--- src/hw/rtl/rti_pkg.sv ---
// Shared types, constants and fixed-point helpers for the ray/triangle intersect block.
package rti_pkg;

  localparam int FRAC_BITS = 16;
  localparam int FIX_W     = 32;
  localparam int NUM_W     = FIX_W + FRAC_BITS;   // dividend width, also divider stage count
  localparam int QDEPTH    = 8;
  localparam int QPTR_W    = $clog2(QDEPTH);
  localparam int QCNT_W    = QPTR_W + 1;
  localparam int CFG_IDX_W = 8;
  localparam int FRONT_STAGES = 4;
  localparam logic [15:0] DET_EPS_RESET = 16'd7;
  localparam logic signed [FIX_W+1:0] FIX_ONE = (FIX_W+2)'(1) <<< FRAC_BITS;

  localparam logic [CFG_IDX_W-1:0] REG_ORIGIN_X    = CFG_IDX_W'(0);
  localparam logic [CFG_IDX_W-1:0] REG_ORIGIN_Y    = CFG_IDX_W'(1);
  localparam logic [CFG_IDX_W-1:0] REG_ORIGIN_Z    = CFG_IDX_W'(2);
  localparam logic [CFG_IDX_W-1:0] REG_DET_EPSILON = CFG_IDX_W'(3);

  typedef logic signed [FIX_W-1:0] fix_t;

  typedef struct packed {
    fix_t x;
    fix_t y;
    fix_t z;
  } vec_t;

  typedef struct packed {
    vec_t        origin;
    logic [15:0] eps;
  } cfg_t;

  // queue entry between front and back
  typedef struct packed {
    logic miss;
    fix_t det;
    fix_t nu;
    fix_t nv;
    fix_t nt;
  } qent_t;

  typedef struct packed {
    logic [NUM_W-1:0] num;
    logic [NUM_W-1:0] quo;
    logic [FIX_W:0]   rem;
  } div_lane_t;

  function automatic fix_t sat32(input logic signed [63:0] x);
    fix_t r;
    if (x > 64'sh0000_0000_7FFF_FFFF) r = 32'sh7FFF_FFFF;
    else if (x < -64'sh0000_0000_8000_0000) r = 32'sh8000_0000;
    else r = x[FIX_W-1:0];
    return r;
  endfunction

  function automatic logic signed [63:0] fmul_raw(input fix_t a, input fix_t b);
    logic signed [63:0] ea;
    logic signed [63:0] eb;
    ea = 64'(a);
    eb = 64'(b);
    return ea * eb;
  endfunction

  // floor shift of an exact product, saturated
  function automatic fix_t fixp(input logic signed [63:0] p);
    return sat32(p >>> FRAC_BITS);
  endfunction

  function automatic fix_t sub_sat(input fix_t a, input fix_t b);
    logic signed [63:0] ea;
    logic signed [63:0] eb;
    ea = 64'(a);
    eb = 64'(b);
    return sat32(ea - eb);
  endfunction

  function automatic fix_t add3_sat(input fix_t a, input fix_t b, input fix_t c);
    logic signed [63:0] ea;
    logic signed [63:0] eb;
    logic signed [63:0] ec;
    ea = 64'(a);
    eb = 64'(b);
    ec = 64'(c);
    return sat32(ea + eb + ec);
  endfunction

  function automatic logic [FIX_W-1:0] mag32(input fix_t a);
    logic [FIX_W-1:0] r;
    if (a[FIX_W-1]) r = FIX_W'(0) - a;
    else r = a;
    return r;
  endfunction

  // one restoring-division bit
  function automatic div_lane_t div_step(input div_lane_t a, input logic [FIX_W-1:0] d);
    div_lane_t  r;
    logic [FIX_W:0] r2;
    logic       qb;
    r2 = {a.rem[FIX_W-1:0], a.num[NUM_W-1]};
    qb = (r2 >= {1'b0, d});
    r.rem = qb ? (r2 - {1'b0, d}) : r2;
    r.quo = {a.quo[NUM_W-2:0], qb};
    r.num = {a.num[NUM_W-2:0], 1'b0};
    return r;
  endfunction

  // sign and saturate a quotient magnitude
  function automatic fix_t quo_sat(input logic [NUM_W-1:0] qm, input logic neg);
    fix_t r;
    if (!neg) begin
      if (|qm[NUM_W-1:FIX_W-1]) r = 32'sh7FFF_FFFF;
      else r = qm[FIX_W-1:0];
    end else begin
      if ((|qm[NUM_W-1:FIX_W]) || (qm[FIX_W-1] && (|qm[FIX_W-2:0]))) r = 32'sh8000_0000;
      else r = FIX_W'(0) - qm[FIX_W-1:0];
    end
    return r;
  endfunction

endpackage

--- src/hw/rtl/rti_queue.sv ---
// Short FIFO between front and back.
module rti_queue (
  input  logic                       clk,
  input  logic                       rst_n,
  input  logic                       push,
  input  rti_pkg::qent_t             push_data,
  input  logic                       pop,
  output rti_pkg::qent_t             head,
  output logic [rti_pkg::QCNT_W-1:0] count
);
  import rti_pkg::*;

  qent_t             mem_r [QDEPTH];
  logic [QPTR_W-1:0] wr_r, rd_r;
  logic [QCNT_W-1:0] cnt_r;

  assign head  = mem_r[rd_r];
  assign count = cnt_r;

  always_ff @(posedge clk) begin
    if (!rst_n) begin
      wr_r  <= '0;
      rd_r  <= '0;
      cnt_r <= '0;
    end else begin
      if (push) wr_r <= wr_r + QPTR_W'(1);
      if (pop) rd_r <= rd_r + QPTR_W'(1);
      cnt_r <= cnt_r + QCNT_W'(push) - QCNT_W'(pop);
    end
  end

  always_ff @(posedge clk) begin
    if (push) mem_r[wr_r] <= push_data;
  end

endmodule

--- config.mk ---
export PLATFORM = sky130hd
export DESIGN_NAME = rti_queue
export DESIGN_NICKNAME = d
export VERILOG_FILES = /design/src/hw/rtl/rti_pkg.sv /design/src/hw/rtl/rti_queue.sv
export SDC_FILE = /design/constraint.sdc
export NUM_CORES = 1
export LEC_CHECK = 0
export BUFFER_PORTS_ARGS = -buffer_cell sky130_fd_sc_hd__buf_2
export CORE_MARGIN = 4
export CORE_UTILIZATION = 54
export CTS_CLUSTER_DIAMETER = 60
export DETAILED_ROUTE_END_ITERATION = 12
export PLACE_DENSITY = 0.87
export SLEW_MARGIN = 20
export SYNTH_ARGS = -nofsm -noshare
export SYNTH_HDL_FRONTEND = slang
export SYNTH_SLANG_ARGS = --single-unit
--- constraint.sdc ---
create_clock -name clk -period 9.78 [get_ports clk]
set_clock_uncertainty 0.1 [all_clocks]
set_input_delay 0.978 -clock clk [delete_from_list [all_inputs] [get_ports clk]]
set_output_delay 0.978 -clock clk [all_outputs]
set_load 0.05 [all_outputs]
======== Word level (Yosys, flattened, before mapping) ========
Memory sizes are Yosys's and may differ from the RTL's. A register that Yosys moved wholly into a read port is not among the register bits.
Cells that the tools add are included.
storage, ports and cells
  word-level logic and storage cells ...... 12
  register bits after elaboration ......... 10
  bits of input ports ..................... 133
  memories kept ........................... 1
  memory bits (writable) .................. 1032
  output and inout port bits .............. 133
cells by class
  $add $sub $neg .......................... 4
  muxes and demuxes ....................... 4
memory list
  memory  depth  width  rd ports  clocked after Yosys merged registers in  write ports  line             RTL
  mem_r   8      129    1         1                                        1            rti_queue.sv:13  qent_t mem_r [QDEPTH];
operators by type and width
  kind                   count
  $add A3 B1 Y3 const B  2
  $mux W3                2
  $add A4 B1 Y4          1
  $sub A4 B1 Y4          1
  $mux W1                2

======== Logic depth before layout (Yosys ltp) ========
Gate-level depths: netlist of run 1.
  depth in word-level cells ............... 3
  mapped depth ............................ 8

======== Least setup slack after synthesis of run 1 ========
No wires, ideal clock.
  kind .................................... input to register
  start point ............................. in push
  end point ............................... mem mem_r[0][0] (netlist name), enable pin
  arrival time ............................ 9779 ps
  cell stages on the path ................. 2
  library setup time ...................... 775 ps
  path buffers ............................ 0
  path slack .............................. -874 ps
  cells stage by stage .................... nand2b_1 > nor3_1
on the way
  cells in the longest elaborated chain, start to end .. 2
RTL lines
  item                           line             RTL
  from (decl)                    rti_queue.sv:5   input logic push,
  $mux W1                        rti_queue.sv:33  if (push) mem_r[wr_r] <= push_data;
  $mux W1 (not written as such)  rti_queue.sv:33
  to (decl)                      rti_queue.sv:13
Every way passes these cells.

==> out/qor.csv, run 1 <==
metric;value;unit
cts-resized-gates;0;
cp_max_fo;54;
end_kind;output pin;
relSlewSlack;0.3430;
wl_per_cell;26.14;um
gp_congestion;0.7120;
die_w;279.3;um
path_common_cell;buf_4;
synth_top_cell_by_area;edfxtp_1;
power_density;216.7;mW/mm^2
ys_top_cells_by_area;edfxtp_1 (78%), mux4_2 (8.7%), mux4_1 (6.9%);
cp.required;8700;ps
cts_max_level;3;
p_leak;14.60;nW
worst_pin_slew;985.5;ps
ys_warn_count;0;
start_util;0.5447;
synth_edf_count;1032;
yosys-top-cells-count;edfxtp_1 (1,032), mux4_2 (154), mux2_2 (129);
utilization;0.6229;
hold_buffers;0;
seq_area_frac_synth;0.7863;
grt_util_all_layers;0.1989;
yosysMostFrequentCell;edfxtp_1;
cts_tree;built;
status;finished, final reports clean;
clockBufferDepth;3;
crit_arrival;4160;ps
crit_slowest_cell;buf_4;
startpoint_type;flip-flop;
drt-pass1-iter-count;4;
drive_gt1_frac;0.3723;
setup_violations;0;
grt_pass1_vias;18650;
route.detailed.drc;0;
ys_types;27;
dpl_cell_area;0.04209;sq mm
rsz0062_at_grt;no;
slew_violations;0;
synthArstFlopShare;0;
cts.sinks;1045;
drtIter0Drc;1447;
min_period;5236;ps
syn_nets;1696;
clkTransAtPathRegs;60;ps
rows;99;
final_area;0.04544;sq mm
io_buffers;265;
core_area;0.07296;sq mm
synth-main-ff-cell;edfxtp_1;
cts_buffers;105;
hp-class;flip-flop to flip-flop;
fmax;191.0;MHz
ys_ff_latch;1045;
syn2layout_area_growth;14.35;%
io_pins;266;
finalNetCount;2029;
synth_area_per_cell;25.54;sq um
grt_pass1_wl;116.3;mm
finalHoldViolCount;0;
grt_max_degree;117;
cts-root-buf;clkbuf_16;
ir_drop;0.0001933;V
num_vias;17310;
die_h;279.3;um
totalPowerFinal;9.849;mW
synth_cells;1556;
cts_setup_buffers;0;
wirelength;77.09;mm
crit_path_cell_trace;buf_4, buf_4, mux4_1, mux2_2, buf_2;
max_stage_delay;870;ps
tns;0;ps
hpwl;41.41;mm
max-cap-violations;0;
die-area;0.07800;sq mm
synth.top_cell.area_share;0.7798;
vias_per_cell;5.870;
grt-ovfl-total;0;
insertion_delay;660;ps
crit_type;flip-flop to output pin;
synth.cell_area;0.03974;sq mm
drtAntennaViolNets;0;
antenna_found_initial;20;
timing.final.crit_share;0.5354;
## logic make-up after synthesis
| kind of cell | share of synthesized area |
|---|---|
| multiplexers | 0.1931 |
| AND/OR/NAND/NOR | 0.003117 |
| flip-flops | 0.7863 |
| buffers and inverters | 0.01351 |
| adder cells (fa/ha/maj) | 0.002393 |
| AO/OA/AOI/OAI | 0.0002519 |
| XOR/XNOR | 0.001322 |
## flip-flops by register name (all words and copies together) (netlist names), named ones only
| name | cells |
|---|---|
| count | 4 |
| mem_r | 1032 |
| rd_r | 3 |
| wr_r | 3 |
## routing by layer
metal | global-route usage | up-vias | share of wire
li1 | - | 7469 | -
met1 | 0.2544 | 9121 | 0.38
met2 | 0.3419 | 576 | 0.53
met3 | 0.04515 | 132 | 0.070
met4 | 0.06642 | 14 | 0.024
met5 | 0 | - | 0.0010
## power breakdown
group	switching, mW	leakage, nW	internal [mW]
Sequential	0.0467	9.48	5.05
Combinational	0.680	3.54	0.346
Clock	1.63	1.57	2.10
## area by class of cell
type,count,area [sq um]
Timing Repair Buffer,298,1639
Clock buffer,131,2768
Sequential cell,1045,31260
Multi-Input combinational cell,432,8023
Fill cell,4628,27520
Clock inverter,61,486.7
Inverter,7,26.28
Tap cell,959,1200
Antenna cell,16,40.04
## path summary, 6_finish.rpt
path | startpoint | to | slack (ps) | cells after the start
min | rd_r[2]$_SDFFE_PN0P_ | rd_r[2]$_SDFFE_PN0P_ | 440 | 2
min reg2reg | rd_r[2]$_SDFFE_PN0P_ | rd_r[2]$_SDFFE_PN0P_ | 440 | 2
max reg2reg | wr_r[0]$_SDFFE_PN0P_ | mem_r[1][53]$_DFFE_PP_ | 6810 | 4
max | flip-flop | head[99] | 4540 | 5
## through the flow
step                setup WS (ps)  hold slack [ps]  instances
floorplan                    2592            384.7       1556
global placement             5277            407.0       2739
detailed placement           5169            420.6       2739
CTS                          4393            395.3       2931
global route                 4202            435.2       2943
finish                       4544            441.6       2949
## cells in the final DEF, fill, tap and decap left out, drive strengths merged
master	n
mux2i	2
inv	12
nor3b	1
mux2	129
dfxtp	13
mux4	258
nor3	2
clkbuf	131
clkinvlp	5
and2	1
buf	298
xor2	4
fa	1
nor2	15
clkinv	48
bufinv	3
nand2	4
nand2b	3
a21oi	2
ha	6
diode	16
xnor2	2
edfxtp	1032
nand3	2
## critical path: cells and delay by family (launching register included)
family	cells	cell delay, ps
buf+inv	3	1710
mux	2	970
flops	1	710
Note: power is estimated with default switching activity, not from simulation.
==> inputs of run 2 (changes only) <==
==> constraint.sdc (replaced) <==
create_clock -name clk -period 4.8 [get_ports clk]
set_clock_uncertainty 0.1 [all_clocks]
set_input_delay 0.48 -clock clk [delete_from_list [all_inputs] [get_ports clk]]
set_output_delay 0.48 -clock clk [all_outputs]
set_load 0.05 [all_outputs]
==> run 2 against run 1 <==
  * Final cell count grew 3.5%
  * Utilization rose by 1.8 points
  * Via count increased by 4.3%
  * Critical path type unchanged
==> out/qor.csv, run 2 (same netlist as run 1, synthesis figures left out) <==
metric;value;unit;change
route.detailed.drc;0;;unchanged
grt_max_degree;79;;-32%
startpoint_type;flip-flop;;
die_w;279.3;um;unchanged
use_met2;0.3487;;+0.006805
p_leak;15.13;nW;+3.6%
crit_arrival;3230;ps;-930 ps
cts_buffers;101;;-3.8%
status;finished, final reports clean;;
cp.required;4220;ps;-4480 ps
finalNonFillerCells;3052;;+3.5%
final_common_cell;edfxtp_1;;
post-place-ws;1623;ps;-3547 ps
grt_pass1_wl;121.5;mm;+4.5%
cts-resized-gates;0;;unchanged
utilization;0.6409;;+0.01802
regMostFlops;mem_r;;
layout_setup_ws;994.2;ps;-3550 ps
drive_gt1_frac;0.3494;;-0.02289
hpwl;41.00;mm;-0.98%
cts.sinks;1045;;unchanged
clockBufferDepth;3;;unchanged
grt_util_all_layers;0.2069;;+0.008000
die-area;0.07800;sq mm;unchanged
timing.final.crit_share;0.7929;;
max-cap-violations;0;;unchanged
power_density;430.3;mW/mm^2;+99%
top_usage_layer;met2;;
io_buffers;265;;unchanged
fmax;262.8;MHz;
cp_max_fo;50;;-7.4%
ff2ff_path_depth;4;;unchanged
drtAntennaViolNets;0;;unchanged
insertion_delay;650;ps;about the same
holdPathStages;1;;-1
cts-root-buf;clkbuf_16;;
mostFrequentLayoutCells;edfxtp_1 (1,032), buf_2 (265), mux4_2 (154), mux2_2 (129), dlygate4sd3_1 (121);;
largest_reg_flops;1032;;unchanged
grt-ovfl-total;0;;unchanged
vias_per_cell;5.914;;+0.75%
num_vias;18050;;+4.3%
finalHoldViolCount;0;;unchanged
antenna_found_initial;5;;-75%
placed_cells;2741;;+0.073%
wl_per_cell;26.21;um;+0.26%
grtUsageMet1;0.2765;;+0.02215
wirelength;79.98;mm;+3.8%
rows;99;;unchanged
cts_max_level;3;;unchanged
start_util;0.5447;;unchanged
clkTransAtPathRegs;60;ps;about the same
io_pins;266;;unchanged
relSlewSlack;0.4486;;+0.1056
grtUsageMet3;0.04172;;-0.003428
rsz0062_at_grt;no;;
slew_violations;0;;unchanged
end_kind;output pin;;
grt_pass1_vias;19580;;+5.0%
drt-pass1-iter-count;5;;+1
ir_drop;0.0004023;V;+110%
worst_pin_slew;827.1;ps;-158.4 ps
cts_setup_buffers;0;;unchanged
setup_violations;0;;unchanged
crit_type;flip-flop to output pin;;
syn2layout_area_growth;17.66;%;
drtIter0Drc;1708;;+18%
core_area;0.07296;sq mm;unchanged
hold_ws;37.68;ps;-404.0 ps
die_h;279.3;um;unchanged
hp-class;input port to flip-flop;;
gp_congestion;0.7116;;about the same
finalNetCount;2146;;+5.8%
min_period;3806;ps;
cts_tree;built;;
fill_cells;4484;;-3.1%
hold_buffers;121;;+121
run 2: cell count changes in the layout (fill, tap and decap cells not counted), sizes merged:
cell	change
dlygate4sd3	+121
diode	-12
clkinv	-5
bufinv	+2
clkinvlp	-2
inv	-2
clkbuf	+1
run 2: final cells by class:
type                            count  area (sq um)  area share
Clock buffer                      132          2705     0.05785
Multi-Input combinational cell    432          8023      0.1716
Clock inverter                     54         498.0     0.01065
Timing Repair Buffer              419          3035     0.06492
Sequential cell                  1045         31260      0.6686
Antenna cell                        4         10.01   0.0002141
Inverter                            7         26.28   0.0005619
Tap cell                          959          1200     0.02566
run 2: metal layers:
metal  vias up  share of wire
li1       7693              -
met1      9483           0.38
met2       734           0.52
met3       137          0.072
met4         4          0.028
met5         -        0.00033
run 2: through the flow:
stage / TNS [ps] / instance area (sq um) / power (mW)
finish: 0 / 46760 / 20.12
global route: 0 / 46750 / 20.85
CTS: 0 / 46750 / 20.28
detailed placement: 0 / 42330 / 12.69
global placement: 0 / 42330 / 12.62
floorplan: -1577940 / 39750 / 12.13
run 2: final timing paths:
path,start,slack [ps],to
min,push_data[114],40,mem_r[0][114]$_DFFE_PP_
max reg2reg,wr_r[1]$_SDFFE_PN0P_,2240,mem_r[2][93]$_DFFE_PP_
max,flip-flop,990,head[44]
min reg2reg,wr_r[2]$_SDFFE_PN0P_,450,wr_r[2]$_SDFFE_PN0P_
run 2: worst max-delay path, stage by stage (launching register included):
cell and delay, ps:
dfxtp_4 830, buf_12 400, mux4_1 760, mux2_2 340, buf_2 210
run 2: power by group:
part | internal, mW | switching, mW
Clock | 4.27 | 3.26
Sequential | 10.3 | 0.102
Combinational | 0.788 | 1.42
Total | 15.3 | 4.78
==> inputs of run 3 (changes only) <==
--- a/config.mk
+++ b/config.mk
@@ -10,7 +10,7 @@
 export CORE_UTILIZATION = 54
 export CTS_CLUSTER_DIAMETER = 60
 export DETAILED_ROUTE_END_ITERATION = 12
-export PLACE_DENSITY = 0.87
+export PLACE_DENSITY = 0.84
 export SLEW_MARGIN = 20
 export SYNTH_ARGS = -nofsm -noshare
 export SYNTH_HDL_FRONTEND = slang
==> constraint.sdc (replaced) <==
create_clock -name clk -period 3.75 [get_ports clk]
set_clock_uncertainty 0.1 [all_clocks]
set_input_delay 0.375 -clock clk [delete_from_list [all_inputs] [get_ports clk]]
set_output_delay 0.375 -clock clk [all_outputs]
set_load 0.05 [all_outputs]
==> run 3 against run 2 <==
  * Register-to-register slack worse by 720 ps
  * Critical endpoint is now head[63]
  * Die area unchanged
  * Worst setup slack worse by 580 ps
  * Sequential share of layout area down 0.60 points
  * First-iteration DRC count down 4.9%
  * Count of clock-buffer cells in the layout down 13
  * Utilization up 0.59 points
  * Clock power up 33%
  * Non-clock buffer count up 19
==> out/qor.csv, run 3 (same netlist as run 1, synthesis figures left out) <==
metric;value;unit;change
status;finished, final reports clean;;
drtAntennaViolNets;0;;unchanged
rsz0062_at_grt;no;;
grt-ovfl-total;0;;unchanged
grt_pass1_wl;123.0;mm;+1.2%
relSlewSlack;0.4409;;-0.007729
cts_buffers;103;;+2.0%
cts.sinks;1045;;unchanged
reg2reg_from;wr_r[1]$_SDFFE_PN0P_;;
final_common_cell;edfxtp_1;;
min_from;push;;
start_util;0.5447;;unchanged
totalPowerFinal;26.16;mW;+30%
end_kind;output pin;;
fill_cells;4453;;-0.69%
finalNonFillerCells;3075;;+0.75%
p_seq_frac;0.507;;-0.009
cts_max_level;3;;unchanged
io_pins;266;;unchanged
hpwl;43.08;mm;+5.1%
startpoint_type;flip-flop;;
io_buffers;265;;unchanged
power_density;554.3;mW/mm^2;+29%
rows;99;;unchanged
setup_violations;0;;unchanged
placed_cells;2750;;+0.33%
dpl_cell_area;0.04254;sq mm;+0.49%
wirelength;81.19;mm;+1.5%
grt_util_all_layers;0.2093;;+0.002400
utilization;0.6468;;+0.005917
largest_reg_flops;1032;;unchanged
crit_type;flip-flop to output pin;;
die-area;0.07800;sq mm;unchanged
hold_ws;121.1;ps;+83.45 ps
min_period;3334;ps;
timing.final.crit_share;0.8891;;
grt_pass1_vias;19770;;+0.98%
finalHoldViolCount;0;;unchanged
clkTransAtPathRegs;60;ps;about the same
fmax;299.9;MHz;
p_int;19.97;mW;+30%
wl_per_cell;26.40;um;+0.75%
ff2ff_path_depth;3;;-1
holdPathStages;3;;+2
layout_setup_ws;416.0;ps;-578.3 ps
drt-pass1-iter-count;5;;unchanged
crit_arrival;2860;ps;-370 ps
cp_max_fo;42;;-16%
ir_drop;0.0004850;V;+21%
die_w;279.3;um;unchanged
slew_violations;0;;unchanged
max-cap-violations;0;;unchanged
syn2layout_area_growth;18.74;%;
regToRegSetupSlack;1520;ps;-720 ps
r2r-end;mem_r[6][103]$_DFFE_PP_;;
grt_max_degree;70;;-11%
cts_tree;built;;
insertion_delay;620;ps;-30 ps
gp_congestion;0.7113;;about the same
post-place-ws;1041;ps;-581.6 ps
drive_gt1_frac;0.3561;;+0.006611
p_sw_frac;0.2365;;-0.001260
vias_per_cell;5.913;;about the same
mostFrequentLayoutCells;edfxtp_1 (1,032), buf_2 (265), mux4_2 (154), dlygate4sd3_1 (131), mux2_2 (129);;
cp.required;3270;ps;-950 ps
die_h;279.3;um;unchanged
route.detailed.drc;0;;unchanged
hp-class;input port to flip-flop;;
regMostFlops;mem_r;;
p_leak;15.30;nW;+1.2%
drtIter0Drc;1624;;-4.9%
combPwrFrac;0.111;;about the same
finalNetCount;2167;;+0.98%
core_area;0.07296;sq mm;unchanged
clockBufferDepth;3;;unchanged
tns;0;ps;unchanged
final_area;0.04719;sq mm;+0.92%
p_switching;6.185;mW;+29%
worst_pin_slew;838.7;ps;+11.59 ps
worstHoldEndpoint;wr_r[1]$_SDFFE_PN0P_;;
antenna_found_initial;5;;unchanged
pwr-share-clk;0.382;;+0.008
num_vias;18180;;+0.72%
cts-root-buf;clkbuf_16;;
==> run 3: changes by cell type in the layout (fill, tap and decap cells not counted), sizes merged <==
| cell | previous run | this run |
|---|---|---|
| inv | 10 | 9 |
| buf | 298 | 307 |
| clkinv | 43 | 51 |
| clkbuf | 132 | 119 |
| dlygate4sd3 | 121 | 131 |
| clkinvlp | 3 | 8 |
| bufinv | 5 | 10 |
==> run 3: power groups by stage <==
stage / combinational (mW) / sequential [mW] / clock, mW
2_1_floorplan: 1.97 / 13.5 / 0
3_3_place_gp: 2.71 / 13.5 / 0
3_5_place_dp: 2.78 / 13.5 / 0
4_1_cts: 2.92 / 13.3 / 10.2
5_1_grt: 3.05 / 13.3 / 10.8
6_report: 2.90 / 13.3 / 9.99
==> run 3: routing by layer <==
layer | GRT usage | vias to the layer above | share of wire
met2 | 0.3593 | 728 | 0.52
li1 | - | 7739 | -
met4 | 0.05537 | 2 | 0.021
met1 | 0.2820 | 9587 | 0.38
met5 | 0 | - | 0.00015
met3 | 0.03763 | 125 | 0.071
==> run 3: what timing repair did <==
item	4_1_cts	5_1_grt
hold endpoints to repair	1034	0
hold buffers	131	0
resized for setup	0	0
buffers inserted	0	0
==> run 3: cell type report <==
class                           count  area, sq um  area share
Timing Repair Buffer              438         3316     0.07026
Inverter                            7        26.28   0.0005568
Multi-Input combinational cell    432         8046      0.1705
Sequential cell                  1045        31270      0.6626
Antenna cell                        4        10.01   0.0002121
Tap cell                          959         1200     0.02543
Clock buffer                      119         2659     0.05634
Clock inverter                     71        666.9     0.01413
==> run 3: worst max path at each step <==
stage                               from                     to  slack, ps  cells past startpoint
CTS                            flip-flop              head[119]        330                      4
global placement               flip-flop               head[42]       1070                      4
global route                   flip-flop               head[63]        270                      4
finish                         flip-flop               head[63]        420                      4
detailed placement             flip-flop               head[42]       1040                      4
floorplan           wr_r[1]$_SDFFE_PN0P_  mem_r[3][0]$_DFFE_PP_       -790                      2
==> run 3: worst max-delay path, stage by stage (launching register included) <==
cell,delay (ps)
dfxtp_4,660
buf_12,340
mux4_1,620
mux2_2,290
buf_2,220
